$ cat src/design/stcb_pkg.sv
// Shared types and constants for the serial tone command beeper.
package stcb_pkg;

    // Field widths
    localparam int BYTE_W     = 8;
    localparam int NUM_W      = 16;
    localparam int PITCH_W    = 11;
    localparam int CMP_W      = 8;
    localparam int CFG_IDX_W  = 1;
    localparam int DIV_CNT_W  = 4;

    // Item kinds
    localparam logic FUNC_BYTE = 1'b0;
    localparam logic FUNC_TICK = 1'b1;

    // Configuration register indexes
    localparam logic [CFG_IDX_W-1:0] CFG_MIN_PITCH = 1'd0;
    localparam logic [CFG_IDX_W-1:0] CFG_MAX_PITCH = 1'd1;

    // Configuration reset values
    localparam logic [PITCH_W-1:0] MIN_PITCH_RST = 11'd262;
    localparam logic [PITCH_W-1:0] MAX_PITCH_RST = 11'd2000;

    // Character codes
    localparam logic [BYTE_W-1:0] CR_CODE    = 8'h0D;
    localparam logic [BYTE_W-1:0] COMMA_CODE = 8'h2C;
    localparam logic [BYTE_W-1:0] DIGIT_0    = 8'h30;
    localparam logic [BYTE_W-1:0] DIGIT_9    = 8'h39;

    // Tone timer numerator and limits
    localparam logic [NUM_W-1:0] TONE_NUMERATOR = 16'd62500;
    localparam logic [NUM_W-1:0] ACC_MAX        = 16'hFFFF;
    localparam logic [NUM_W-1:0] QUO_SAT_LIMIT  = 16'd256;
    localparam logic [CMP_W-1:0] CMP_MAX        = 8'hFF;
    localparam logic [DIV_CNT_W-1:0] DIV_LAST   = 4'd15;

    // Control sequencer states
    typedef enum logic [1:0] {
        ST_IDLE,
        ST_DIV,
        ST_PUSH
    } t_state;

    // Line parser view handed to the command logic on each byte beat
    typedef struct packed {
        logic             load;
        logic             pitch_seen;
        logic             dur_seen;
        logic [NUM_W-1:0] pitch_acc;
        logic [NUM_W-1:0] dur_acc;
    } t_line_evt;

endpackage

$ cat src/design/stcb_in_if.sv
// Input channel: item kind and received byte with valid/ready.
interface stcb_in_if;
    logic       valid;
    logic       ready;
    logic       func;
    logic [7:0] rx_byte;

    modport source (output valid, output func, output rx_byte, input ready);
    modport sink   (input valid, input func, input rx_byte, output ready);
endinterface

$ cat src/design/stcb_out_if.sv
// Output channel: tone compare value and status flags with valid/ready.
interface stcb_out_if;
    logic       valid;
    logic       ready;
    logic [7:0] tone_compare;
    logic       beeping;
    logic       command_loaded;

    modport source (output valid, output tone_compare, output beeping,
                    output command_loaded, input ready);
    modport sink   (input valid, input tone_compare, input beeping,
                    input command_loaded, output ready);
endinterface

$ cat src/design/stcb_line_parser.sv
// Command line parser: line length, field select and decimal accumulators.
module stcb_line_parser #(
    parameter int LINE_LIMIT = 16
) (
    input  logic                          i_clk,
    input  logic                          i_rst_n,
    input  logic                          i_byte_en,
    input  logic [stcb_pkg::BYTE_W-1:0]   i_byte,
    output stcb_pkg::t_line_evt           o_evt
);
    import stcb_pkg::*;

    localparam int LEN_W = $clog2(LINE_LIMIT);

    logic [LEN_W-1:0] r_len;
    logic             r_second;
    logic [NUM_W-1:0] r_pitch_acc;
    logic [NUM_W-1:0] r_dur_acc;
    logic             r_pitch_seen;
    logic             r_dur_seen;

    logic [LEN_W:0]   w_len_inc;
    logic             w_overlong;
    logic             w_is_cr;
    logic             w_is_digit;
    logic             w_is_comma;
    logic [NUM_W-1:0] w_acc_sel;
    logic [NUM_W+3:0] w_acc_x10;
    logic [NUM_W-1:0] n_acc;

    // Byte classification
    assign w_len_inc  = {1'b0, r_len} + {{LEN_W{1'b0}}, 1'b1};
    assign w_overlong = w_len_inc >= (LEN_W+1)'(LINE_LIMIT);
    assign w_is_cr    = i_byte == CR_CODE;
    assign w_is_digit = (i_byte >= DIGIT_0) && (i_byte <= DIGIT_9);
    assign w_is_comma = i_byte == COMMA_CODE;

    // acc*10 + digit as two shifted adds, saturating at 16 bits
    assign w_acc_sel = r_second ? r_dur_acc : r_pitch_acc;
    assign w_acc_x10 = {1'b0, w_acc_sel, 3'b000} + {3'b000, w_acc_sel, 1'b0}
                     + {16'd0, i_byte[3:0]};
    assign n_acc     = (w_acc_x10 > {4'd0, ACC_MAX}) ? ACC_MAX : w_acc_x10[NUM_W-1:0];

    // Event view of the line held before this byte
    assign o_evt.load       = i_byte_en && !w_overlong && w_is_cr;
    assign o_evt.pitch_seen = r_pitch_seen;
    assign o_evt.dur_seen   = r_dur_seen;
    assign o_evt.pitch_acc  = r_pitch_acc;
    assign o_evt.dur_acc    = r_dur_acc;

    // Line state
    always_ff @(posedge i_clk) begin
        if (!i_rst_n) begin
            r_len        <= '0;
            r_second     <= 1'b0;
            r_pitch_acc  <= '0;
            r_dur_acc    <= '0;
            r_pitch_seen <= 1'b0;
            r_dur_seen   <= 1'b0;
        end else if (i_byte_en) begin
            if (w_overlong || w_is_cr) begin
                r_len        <= '0;
                r_second     <= 1'b0;
                r_pitch_acc  <= '0;
                r_dur_acc    <= '0;
                r_pitch_seen <= 1'b0;
                r_dur_seen   <= 1'b0;
            end else begin
                r_len <= w_len_inc[LEN_W-1:0];
                if (w_is_digit) begin
                    if (r_second) begin
                        r_dur_acc  <= n_acc;
                        r_dur_seen <= 1'b1;
                    end else begin
                        r_pitch_acc  <= n_acc;
                        r_pitch_seen <= 1'b1;
                    end
                end else if (w_is_comma) begin
                    r_second <= 1'b1;
                end
            end
        end
    end

endmodule

$ cat src/design/stcb_tone_div.sv
// Bit-serial restoring divider: 62500 / pitch - 1, saturated to 8 bits.
module stcb_tone_div (
    input  logic                          i_clk,
    input  logic                          i_rst_n,
    input  logic                          i_start,
    input  logic [stcb_pkg::PITCH_W-1:0]  i_divisor,
    output logic                          o_done,
    output logic [stcb_pkg::CMP_W-1:0]    o_compare
);
    import stcb_pkg::*;

    logic                 r_busy;
    logic                 r_done;
    logic [DIV_CNT_W-1:0] r_cnt;
    logic [PITCH_W-1:0]   r_div;
    logic [PITCH_W-1:0]   r_rem;
    logic [NUM_W-1:0]     r_quo;

    logic [PITCH_W:0]     w_trial;
    logic [PITCH_W+1:0]   w_diff;
    logic                 w_borrow;

    // One quotient bit per cycle, dividend shifts out as quotient shifts in
    assign w_trial  = {r_rem, r_quo[NUM_W-1]};
    assign w_diff   = {1'b0, w_trial} - {2'b00, r_div};
    assign w_borrow = w_diff[PITCH_W+1];

    // Control
    always_ff @(posedge i_clk) begin
        if (!i_rst_n) begin
            r_busy <= 1'b0;
            r_done <= 1'b0;
            r_cnt  <= '0;
        end else begin
            r_done <= r_busy && (r_cnt == DIV_LAST);
            if (i_start) begin
                r_busy <= 1'b1;
                r_cnt  <= '0;
            end else if (r_busy) begin
                r_cnt <= r_cnt + DIV_CNT_W'(1);
                if (r_cnt == DIV_LAST) begin
                    r_busy <= 1'b0;
                end
            end
        end
    end

    // Datapath
    always_ff @(posedge i_clk) begin
        if (i_start) begin
            r_div <= i_divisor;
            r_rem <= '0;
            r_quo <= TONE_NUMERATOR;
        end else if (r_busy) begin
            r_rem <= w_borrow ? w_trial[PITCH_W-1:0] : w_diff[PITCH_W-1:0];
            r_quo <= {r_quo[NUM_W-2:0], ~w_borrow};
        end
    end

    // Quotient minus one, saturated
    assign o_done    = r_done;
    assign o_compare = (r_quo > QUO_SAT_LIMIT) ? CMP_MAX
                                               : CMP_W'(r_quo - 16'd1);

endmodule

$ cat src/design/serial_tone_command_beeper.sv
// Top level: serial tone command beeper with sequencer, tick counter and output register.
//
//  Channel  Dir  Beat contents                         Handshake
//  i_in     in   func, rx_byte                         valid/ready
//  o_out    out  tone_compare, beeping, command_loaded valid/ready
//  i_cfg    in   i_cfg_idx, i_cfg_data                 i_cfg_we, no wait
//
// A tick or a plain byte is accepted in ST_IDLE, then handed to the output register
// in ST_PUSH. A carriage return that completes a command passes through ST_DIV between
// the two, while the 16-step bit-serial divider forms the tone compare value.
// Synchronous active-low reset clears control and command state, restores pitch limits.
// A new input beat is taken while an earlier result waits in the output register;
// a second result is held until the output register frees.
module serial_tone_command_beeper #(
    parameter int LINE_LIMIT = 16
) (
    input  logic                              i_clk,
    input  logic                              i_rst_n,
    stcb_in_if.sink                           i_in,
    stcb_out_if.source                        o_out,
    input  logic                              i_cfg_we,
    input  logic [stcb_pkg::CFG_IDX_W-1:0]    i_cfg_idx,
    input  logic [stcb_pkg::PITCH_W-1:0]      i_cfg_data
);
    import stcb_pkg::*;

    t_state r_state;
    t_state n_state;

    logic [PITCH_W-1:0] r_min_pitch;
    logic [PITCH_W-1:0] r_max_pitch;
    logic [NUM_W-1:0]   r_pitch_value;
    logic [NUM_W-1:0]   r_dur_value;
    logic [NUM_W-1:0]   r_tick_count;
    logic               r_beep;
    logic [CMP_W-1:0]   r_compare;
    logic               r_loaded;

    logic               r_out_valid;
    logic [CMP_W-1:0]   r_out_cmp;
    logic               r_out_beep;
    logic               r_out_loaded;

    logic               w_accept;
    logic               w_byte_en;
    logic               w_push;
    logic               w_out_free;
    logic [NUM_W-1:0]   w_pv;
    logic [PITCH_W-1:0] w_hz;
    logic               w_div_done;
    logic [CMP_W-1:0]   w_div_cmp;
    t_line_evt          w_evt;

    // Handshake
    assign w_accept   = i_in.valid && i_in.ready;
    assign w_byte_en  = w_accept && (i_in.func == FUNC_BYTE);
    assign w_out_free = !r_out_valid || o_out.ready;

    // Line parser
    stcb_line_parser #(
        .LINE_LIMIT (LINE_LIMIT)
    ) u_parser (
        .i_clk     (i_clk),
        .i_rst_n   (i_rst_n),
        .i_byte_en (w_byte_en),
        .i_byte    (i_in.rx_byte),
        .o_evt     (w_evt)
    );

    // Pitch select and clamp, upper bound first
    assign w_pv = w_evt.pitch_seen ? w_evt.pitch_acc : r_pitch_value;
    always_comb begin
        priority if (w_pv > {5'd0, r_max_pitch}) begin
            w_hz = r_max_pitch;
        end else if (w_pv < {5'd0, r_min_pitch}) begin
            w_hz = r_min_pitch;
        end else begin
            w_hz = w_pv[PITCH_W-1:0];
        end
    end

    // Tone divider
    stcb_tone_div u_div (
        .i_clk     (i_clk),
        .i_rst_n   (i_rst_n),
        .i_start   (w_evt.load),
        .i_divisor (w_hz),
        .o_done    (w_div_done),
        .o_compare (w_div_cmp)
    );

    // Sequencer state register
    always_ff @(posedge i_clk) begin
        if (!i_rst_n) begin
            r_state <= ST_IDLE;
        end else begin
            r_state <= n_state;
        end
    end

    // Sequencer next state and controls
    always_comb begin
        n_state    = r_state;
        i_in.ready = 1'b0;
        w_push     = 1'b0;
        unique case (r_state)
            ST_IDLE: begin
                i_in.ready = 1'b1;
                if (w_accept) begin
                    n_state = w_evt.load ? ST_DIV : ST_PUSH;
                end
            end
            ST_DIV: begin
                if (w_div_done) begin
                    n_state = ST_PUSH;
                end
            end
            ST_PUSH: begin
                if (w_out_free) begin
                    w_push  = 1'b1;
                    n_state = ST_IDLE;
                end
            end
            default: begin
                n_state = ST_IDLE;
            end
        endcase
    end

    // Configuration, command and tick state
    always_ff @(posedge i_clk) begin
        if (!i_rst_n) begin
            r_min_pitch   <= MIN_PITCH_RST;
            r_max_pitch   <= MAX_PITCH_RST;
            r_pitch_value <= '0;
            r_dur_value   <= '0;
            r_tick_count  <= '0;
            r_beep        <= 1'b0;
            r_compare     <= '0;
            r_loaded      <= 1'b0;
        end else begin
            if (i_cfg_we) begin
                if (i_cfg_idx == CFG_MIN_PITCH) begin
                    r_min_pitch <= i_cfg_data;
                end
                if (i_cfg_idx == CFG_MAX_PITCH) begin
                    r_max_pitch <= i_cfg_data;
                end
            end
            if (w_accept) begin
                r_loaded <= w_evt.load;
                if (i_in.func == FUNC_TICK) begin
                    if (r_beep && (r_tick_count < r_dur_value)) begin
                        r_tick_count <= r_tick_count + 16'd1;
                    end else begin
                        r_compare    <= '0;
                        r_tick_count <= '0;
                        r_beep       <= 1'b0;
                    end
                end else if (w_evt.load) begin
                    r_pitch_value <= {5'd0, w_hz};
                    if (w_evt.pitch_seen && w_evt.dur_seen) begin
                        r_dur_value <= w_evt.dur_acc;
                    end
                    r_beep <= 1'b1;
                end
            end
            if (w_div_done) begin
                r_compare <= w_div_cmp;
            end
        end
    end

    // Output register
    always_ff @(posedge i_clk) begin
        if (!i_rst_n) begin
            r_out_valid <= 1'b0;
        end else if (w_push) begin
            r_out_valid <= 1'b1;
        end else if (o_out.ready) begin
            r_out_valid <= 1'b0;
        end
    end

    always_ff @(posedge i_clk) begin
        if (w_push) begin
            r_out_cmp    <= r_compare;
            r_out_beep   <= r_beep;
            r_out_loaded <= r_loaded;
        end
    end

    assign o_out.valid          = r_out_valid;
    assign o_out.tone_compare   = r_out_cmp;
    assign o_out.beeping        = r_out_beep;
    assign o_out.command_loaded = r_out_loaded;

`ifndef SYNTHESIS
    // Silence always carries a zero compare value
    a_silent_zero: assert property (@(posedge i_clk)
        (i_rst_n && !r_beep) |-> (r_compare == '0))
        else $error("compare value nonzero while not beeping");

    // A completed command always goes through the divider
    a_load_div: assert property (@(posedge i_clk)
        (i_rst_n && w_accept && w_evt.load) |=> (r_state == ST_DIV))
        else $error("command load did not start the divide");

    // Divider finishes only while the sequencer waits for it
    a_done_in_div: assert property (@(posedge i_clk)
        (i_rst_n && w_div_done) |-> (r_state == ST_DIV))
        else $error("divider done outside divide state");
`endif

endmodule

$ cat src/flat_wrapper.sv
// flat-port wrapper written by rule: the top's interface ports become plain ports
module serial_tone_command_beeper_flat import stcb_pkg::*;
#(
    parameter int LINE_LIMIT = 16
)
  (i_clk, i_rst_n, i_cfg_we, i_cfg_idx, i_cfg_data, i_in_valid, i_in_func, i_in_rx_byte, i_in_ready, o_out_valid, o_out_tone_compare, o_out_beeping, o_out_command_loaded, o_out_ready);
  stcb_in_if i_in_i ();
  stcb_out_if o_out_i ();
  input  logic i_clk;
  input  logic i_rst_n;
  input  logic i_cfg_we;
  input  logic [stcb_pkg::CFG_IDX_W-1:0] i_cfg_idx;
  input  logic [stcb_pkg::PITCH_W-1:0] i_cfg_data;
  input wire logic [$bits(i_in_i.valid)-1:0] i_in_valid;
  input wire logic [$bits(i_in_i.func)-1:0] i_in_func;
  input wire logic [$bits(i_in_i.rx_byte)-1:0] i_in_rx_byte;
  output wire logic [$bits(i_in_i.ready)-1:0] i_in_ready;
  output wire logic [$bits(o_out_i.valid)-1:0] o_out_valid;
  output wire logic [$bits(o_out_i.tone_compare)-1:0] o_out_tone_compare;
  output wire logic [$bits(o_out_i.beeping)-1:0] o_out_beeping;
  output wire logic [$bits(o_out_i.command_loaded)-1:0] o_out_command_loaded;
  input wire logic [$bits(o_out_i.ready)-1:0] o_out_ready;
  assign i_in_i.valid = i_in_valid;
  assign i_in_i.func = i_in_func;
  assign i_in_i.rx_byte = i_in_rx_byte;
  assign i_in_ready = i_in_i.ready;
  assign o_out_valid = o_out_i.valid;
  assign o_out_tone_compare = o_out_i.tone_compare;
  assign o_out_beeping = o_out_i.beeping;
  assign o_out_command_loaded = o_out_i.command_loaded;
  assign o_out_i.ready = o_out_ready;
  serial_tone_command_beeper #(.LINE_LIMIT(LINE_LIMIT)) u_core (.i_clk(i_clk), .i_rst_n(i_rst_n), .i_in(i_in_i), .o_out(o_out_i), .i_cfg_we(i_cfg_we), .i_cfg_idx(i_cfg_idx), .i_cfg_data(i_cfg_data));
endmodule
$ cat config.mk
export PLATFORM = sky130hd
export DESIGN_NAME = serial_tone_command_beeper_flat
export DESIGN_NICKNAME = d
export VERILOG_FILES = /design/src/design/stcb_pkg.sv /design/src/design/stcb_in_if.sv /design/src/design/stcb_out_if.sv /design/src/design/stcb_line_parser.sv /design/src/design/stcb_tone_div.sv /design/src/design/serial_tone_command_beeper.sv /design/src/flat_wrapper.sv
export SDC_FILE = /design/constraint.sdc
export NUM_CORES = 1
export LEC_CHECK = 0
export BUFFER_PORTS_ARGS = -buffer_cell sky130_fd_sc_hd__buf_2
export CORE_MARGIN = 5
export CORE_UTILIZATION = 40
export CTS_BUF_LIST = sky130_fd_sc_hd__clkbuf_4 sky130_fd_sc_hd__clkbuf_8
export CTS_CLUSTER_SIZE = 28
export DETAILED_ROUTE_END_ITERATION = 8
export PLACE_DENSITY = 0.56
export SLEW_MARGIN = 20
export SYNTH_ARGS = -nofsm -noshare
export SYNTH_HDL_FRONTEND = slang
export SYNTH_SLANG_ARGS = --single-unit
$ cat constraint.sdc
create_clock -name i_clk -period 4.8 [get_ports i_clk]
set_input_delay 0.72 -clock i_clk [delete_from_list [all_inputs] [get_ports i_clk]]
set_output_delay 0.72 -clock i_clk [all_outputs]
set_load 0.02 [all_outputs]
==> impl_metrics.tcl, run 1 <==
set metrics [dict create \
    synth_fp_nets 1129 \
    fmax_mhz 253 \
    design_area_sq_mm 0.0105 \
    vias_per_cell 5.19 \
    dr_total_vias 7094 \
    post_cts_buffers 0 \
    drt_wl_total_um 20800 \
    required_ps 5110 \
    drv_slew 0 \
    cts_resized 0 \
    layout_common_cells "dfxtp_1 (149), nor2_1 (85), nand2_1 (83), ha_1 (83), inv_1 (62)" \
    fin_crit_sh_pct 82.3 \
    postCtsHoldBufs 0 \
    synthArstFlopShare_pct 0 \
    synth_top_family_by_area "compound AO/OA/AOI/OAI gates" \
    post-place-ws_ps 785 \
    finalSetupViolCount 0 \
    cts_sinks 171 \
    power.leakage_nw 4.45 \
    placed_cells 1334 \
    startpoint_type "flop" \
    cap_violations 0 \
    drtAntennaViolNets 0 \
    critPathMaxFanout 15 \
    dpl_cell_area_sq_mm 0.0101 \
    drive_above_1_share_pct 16.4 \
    path_class "reg -> reg" \
    final.setup.tns_ps 0 \
    finalCriticalPeriod_ps 3950 \
    core_sq_mm 0.0236 \
    die_area_sq_mm 0.0274 \
    dp_hpwl_um 15300 \
    final_nets 1146 \
    start_util_pct 40.9 \
    synthAdderAreaFrac_pct 11.4 \
    worst_setup_path_end_kind "flop" \
    hold_slack_ps 438 \
    ys.flop_type "dfxtp_1" \
    antenna_cells 0 \
    min_path_type "reg -> reg" \
    yosys_warnings 0 \
    drt_iter0_markers 385 \
    drc 0 \
    synth_cell_types 80 \
    grt-ovfl-total 0 \
    synth_compound_gate_area_share_pct 17.4 \
    areaGrowthSynthToFinish_pct 8.35 \
    cts_tree "yes" \
    fin_ws_ps 851 \
    mostFrequentLayoutCell "dfxtp_1" \
    die_h_um 165 \
    synthesis.area_sq_mm 0.00967 \
    io_buffer_count 37 \
    critical_path_arrival_ps 4260 \
    antenna_found_initial 0 \
    clk_path_buf_depth 2 \
    grt_pass1_wl_um 35100 \
    clk_pin_slew_worst_paths_ps 90 \
    slew_headroom_pct 27.3 \
    grt_max_degree 46 \
    layoutNonFillerInstCount 1366 \
    row_count 56 \
    gp_congestion 0.831 \
    first_global_vias 6858 \
    synth-edff-count 21 \
    ios 38 \
    cts_buffers 17 \
    fin_util_pct 44.4 \
    skew_ps 15.3 \
    rsz0062_at_grt "no" \
    dr.pass1.iters 5 \
    synth_cells 1017 \
    num-fill-cells 2351 \
    cts-root-buf "clkbuf_8" \
    synth-xor-area-share_pct 3.99 \
    yosysSeqAreaShare_pct 37.6 \
    irDropWorstVdd_mv 0.165 \
    power_density_mw_per_mm2 266 \
    ys_ff_latch 171 \
    die_w_um 165 \
    status "completed" \
    totalPowerFinal_mw 2.78 \
    finalHoldViolCount 0 \
    htreeDepth 4 \
    muxShareOfSynthArea_pct 9.89 \
    grt.total_usage_pct 15.9 \
    worstMarginPinSlew_ps 1090 \
    insertion_delay_ps 460 \
    wire_per_inst_um 15.2 \
    synthSimpleGateAreaFrac_pct 15.3 \
    synth.avg_cell_area_sq_um 9.50 \
]
==> kinds of logic (layout without fill, tap and decap cells) <==
| kind of cell | Yosys count | in the layout |
|---|---|---|
| mux | 85 | 85 |
| compound gates | 223 | 223 |
| xor+xnor | 44 | 44 |
| fa+ha+maj | 86 | 86 |
| simple gates | 301 | 301 |
| buf+inv | 107 | 137 |
| flops | 171 | 171 |
==> synth_stat cells, types with 6 or more instances <==
| cell type | number | area share, % |
|---|---|---|
| a22oi_1 | 21 | 1.6 |
| clkbuf_1 | 32 | 1.2 |
| nand4_1 | 13 | 0.84 |
| xor2_1 | 22 | 2.0 |
| ha_1 | 83 | 11 |
| o21ai_1 | 7 | 0.36 |
| and3_1 | 13 | 0.84 |
| nor2b_1 | 26 | 1.7 |
| nand2_2 | 21 | 1.4 |
| o21a_1 | 6 | 0.47 |
| xnor2_1 | 22 | 2.0 |
| o211ai_1 | 23 | 1.8 |
| mux2i_1 | 37 | 3.8 |
| nand2b_1 | 7 | 0.45 |
| mux2_2 | 36 | 4.2 |
| nor3_1 | 8 | 0.41 |
| o21ai_0 | 25 | 1.3 |
| a21boi_0 | 17 | 1.3 |
| nand2_1 | 83 | 3.2 |
| a21oi_1 | 41 | 2.1 |
| dfxtp_1 | 150 | 31 |
| nand3_1 | 17 | 0.88 |
| o311a_1 | 12 | 1.2 |
| a21o_1 | 13 | 1.0 |
| nor2_1 | 85 | 3.3 |
| inv_1 | 62 | 2.4 |
| mux2_4 | 9 | 1.4 |
| a31oi_1 | 17 | 1.1 |
| a211oi_2 | 9 | 1.2 |
| edfxtp_1 | 21 | 6.5 |
==> layer usage <==
layer	wire length [um]	track usage, %	part of all wire (%)	up-vias
li1	-	-	-	3673
met1	10800	22.6	52	3293
met2	9060	24.6	44	108
met3	711	3.15	3.4	20
met4	248	4.42	1.2	0
met5	0	0	0	-
==> cell type report <==
cell class	instances	area [sq um]	area share, %
clock inverter	12	118	1.12
multi-input combinational	739	5600	53.5
tap	319	399	3.81
timing repair buffer	42	223	2.13
inverter	63	236	2.26
sequential	171	3630	34.7
clock buffer	20	263	2.51
==> critical path, stage by stage (launching register included) <==
cell and delay (ps):
dfxtp_1 400, mux2_2 390, fa_1 520, fa_1 510
a211oi_2 390, o21bai_4 120, a31oi_4 230, o31a_4 190
nor3_1 60, a311o_4 360, o21ai_4 460, o211ai_1 160
==> worst paths after layout <==
check	start	endpoint	slack (ps)	cells after the start
setup / recovery	u_core.u_parser.r_second	u_core.u_parser.r_pitch_acc[11]	850	11
hold / removal	u_core.r_compare[6]	u_core.o_out.tone_compare[6]	440	0
setup reg to reg	u_core.u_parser.r_second	u_core.u_parser.r_pitch_acc[11]	850	11
hold reg to reg	u_core.r_compare[6]	u_core.o_out.tone_compare[6]	440	0
==> sequential cells by signal, indices dropped and copies added (netlist names), 2 cells and up <==
register / flops
u_core.u_div.r_rem: 11
u_core.u_div.r_div: 11
u_core.o_out.tone_compare: 8
u_core.r_compare: 8
u_core.u_div.r_cnt: 4
u_core.r_state: 2
u_core.u_parser.r_len: 4
u_core.r_tick_count: 16
u_core.r_min_pitch: 11
u_core.u_parser.r_pitch_acc: 16
u_core.u_div.r_quo: 16
u_core.r_dur_value: 16
u_core.u_parser.r_dur_acc: 16
u_core.r_max_pitch: 11
u_core.r_pitch_value: 11
==> power by group <==
| group | total, mW | internal [mW] | switching, mW |
|---|---|---|---|
| registers | 1.51 | 1.48 | 0.0320 |
| clock network | 0.986 | 0.439 | 0.547 |
| logic | 0.282 | 0.119 | 0.163 |
| total | 2.78 | 2.04 | 0.742 |
Power figures use the tool's default switching activity.
==> run 2, diff against run 1 <==
==> constraint.sdc (replaced) <==
create_clock -name i_clk -period 4.1 [get_ports i_clk]
set_input_delay 0.615 -clock i_clk [delete_from_list [all_inputs] [get_ports i_clk]]
set_output_delay 0.615 -clock i_clk [all_outputs]
set_load 0.02 [all_outputs]
==> impl_metrics.tcl, run 2 (synthesized netlist as in run 1, its figures left out) <==
set metrics [dict create \
    dr.pass1.iters 4 \
    timing.rr.start "u_core.u_parser.r_second" \
    vias_per_cell 5.18 \
    cp-endpoint "u_core.u_parser.r_dur_acc[12]" \
    layout_common_cells "dfxtp_1 (149), nor2_1 (85), nand2_1 (83), ha_1 (83), inv_1 (62)" \
    totalPowerFinal_mw 3.40 \
    skew_ps 20.4 \
    placed_cells 1340 \
    slew_headroom_pct 32.8 \
    fin_crit_sh_pct 94.5 \
    p_int_mw 2.53 \
    die_area_sq_mm 0.0274 \
    crit_start "u_core.u_parser.r_second" \
    power_density_mw_per_mm2 320 \
    required_ps 4460 \
    cts-root-buf "clkbuf_8" \
    pwr-share-seq_pct 52.0 \
    grt_max_degree 45 \
    drt_iter0_markers 381 \
    min_path_type "in -> reg" \
    fmax_mhz 258 \
    finalSetupViolCount 0 \
    dpl_cell_area_sq_mm 0.0101 \
    reg2regPathDepth 12 \
    startpoint_type "flop" \
    sw_frac_of_total_pct 25.7 \
    areaGrowthSynthToFinish_pct 9.94 \
    power.share.combinational_pct 9.8 \
    post-place-ws_ps 177 \
    drc 0 \
    grt-ovfl-total 0 \
    worst_setup_path_end_kind "flop" \
    io_buffer_count 37 \
    postCtsHoldBufs 0 \
    reg2reg_setup_slack_ps 220 \
    multi_input_area_sq_mm 0.00560 \
    irDropWorstVdd_mv 0.189 \
    cap_violations 0 \
    finalHoldViolCount 0 \
    final.setup.tns_ps 0 \
    max_stage_delay_ps 510 \
    layoutNonFillerInstCount 1378 \
    seq_area_sq_mm 0.00363 \
    dr_total_vias 7132 \
    drive_above_1_share_pct 17.4 \
    finalCriticalPeriod_ps 3880 \
    drtAntennaViolNets 0 \
    cts_tree "yes" \
    gp_congestion 0.825 \
    insertion_delay_ps 470 \
    power.leakage_nw 4.55 \
    hold_slack_ps 382 \
    clk_path_buf_depth 2 \
    critical_path_arrival_ps 4230 \
    slowest_stage "fa_1" \
    worstPathCellList "mux2_2 > fa_1 > fa_1 > a211oi_2 > o21bai_4 > a31oi_4 > o31a_4 > nor3_1 > a311o_4 > o21ai_4 > buf_4 > nand2_2" \
    critPathMaxFanout 14 \
    core_sq_mm 0.0236 \
    antenna_cells 0 \
    clkPwrFrac_pct 38.2 \
    ios 38 \
    path_class "reg -> reg" \
    num-fill-cells 2370 \
    row_count 56 \
    grt_pass1_wl_um 35100 \
    dp_hpwl_um 15300 \
    status "completed" \
    switching_power_mw 0.875 \
    drv_slew 0 \
    fin_ws_ps 224 \
    htreeDepth 4 \
    mostFrequentLayoutCell "dfxtp_1" \
    grt.total_usage_pct 15.9 \
    die_h_um 165 \
    worstMarginPinSlew_ps 1010 \
    drt_wl_total_um 20600 \
    die_w_um 165 \
    final_nets 1158 \
    fin_util_pct 45.0 \
    design_area_sq_mm 0.0106 \
    antenna_found_initial 0 \
    rsz0062_at_grt "no" \
    cts_buffers 17 \
    cts_sinks 171 \
    start_util_pct 40.9 \
    r2r-end "u_core.u_parser.r_dur_acc[12]" \
    wire_per_inst_um 15.0 \
    clk_pin_slew_worst_paths_ps 100 \
    first_global_vias 6886 \
    cp_common_cell "fa_1" \
]
## run 2: cell count changes in the layout (fill, tap and decap cells not counted), moves of 2 or more
| cell | delta |
|---|---|
| buf_4 | +11 |
| clkinvlp_4 | -3 |
| bufinv_16 | +2 |
| clkinv_4 | -2 |
## run 2: worst min path at each step
stage / start / endpoint / slack, ps / cells past startpoint
detailed placement: u_core.r_compare[5] / u_core.o_out.tone_compare[5] / 420 / 0
floorplan: u_core.r_loaded / u_core.o_out.command_loaded / 410 / 0
CTS: i_cfg_data[4] / u_core.r_max_pitch[4] / 350 / 3
global placement: u_core.r_compare[2] / u_core.o_out.tone_compare[2] / 420 / 0
global route: i_cfg_data[8] / u_core.r_max_pitch[8] / 360 / 3
finish: i_cfg_data[4] / u_core.r_max_pitch[4] / 380 / 3
## run 2: repair_timing
item,CTS,global route
gates resized for setup,0,0
endpoints found under the setup margin,0,2
setup buffers,0,6
## run 2: power groups by stage
stage / clock, mW / combinational [mW] / sequential, mW
detailed placement: 0 / 0.334 / 1.81
CTS: 1.34 / 0.338 / 1.77
floorplan: 0 / 0.252 / 1.80
global placement: 0 / 0.333 / 1.81
global route: 1.41 / 0.382 / 1.78
finish: 1.30 / 0.334 / 1.77
## run 2: final cells by class
type                       instances  area share (%)
clock buffer                      20            2.53
clock inverter                    12            1.53
tap                              319            3.76
multi-input combinational        739            52.7
timing repair buffer              54            3.06
inverter                          63            2.23
sequential                       171            34.2
## run 2: routing by layer
layer  track usage, %  part of all wire (%)  vias to the layer above
met5                0                     0                        -
li1                 -                     -                     3692
met4             3.34                  0.83                        0
met2             25.3                    45                       92
met3             3.23                   3.2                       10
met1             22.5                    51                     3338
## run 2: worst max-delay path, delay by kind of cell, from the launching register on
family	cells	cell delay, ps
compound gates	6	1650
flops	1	400
fa+ha+maj	2	1020
buf+inv	1	210
mux	1	400
simple gates	2	100
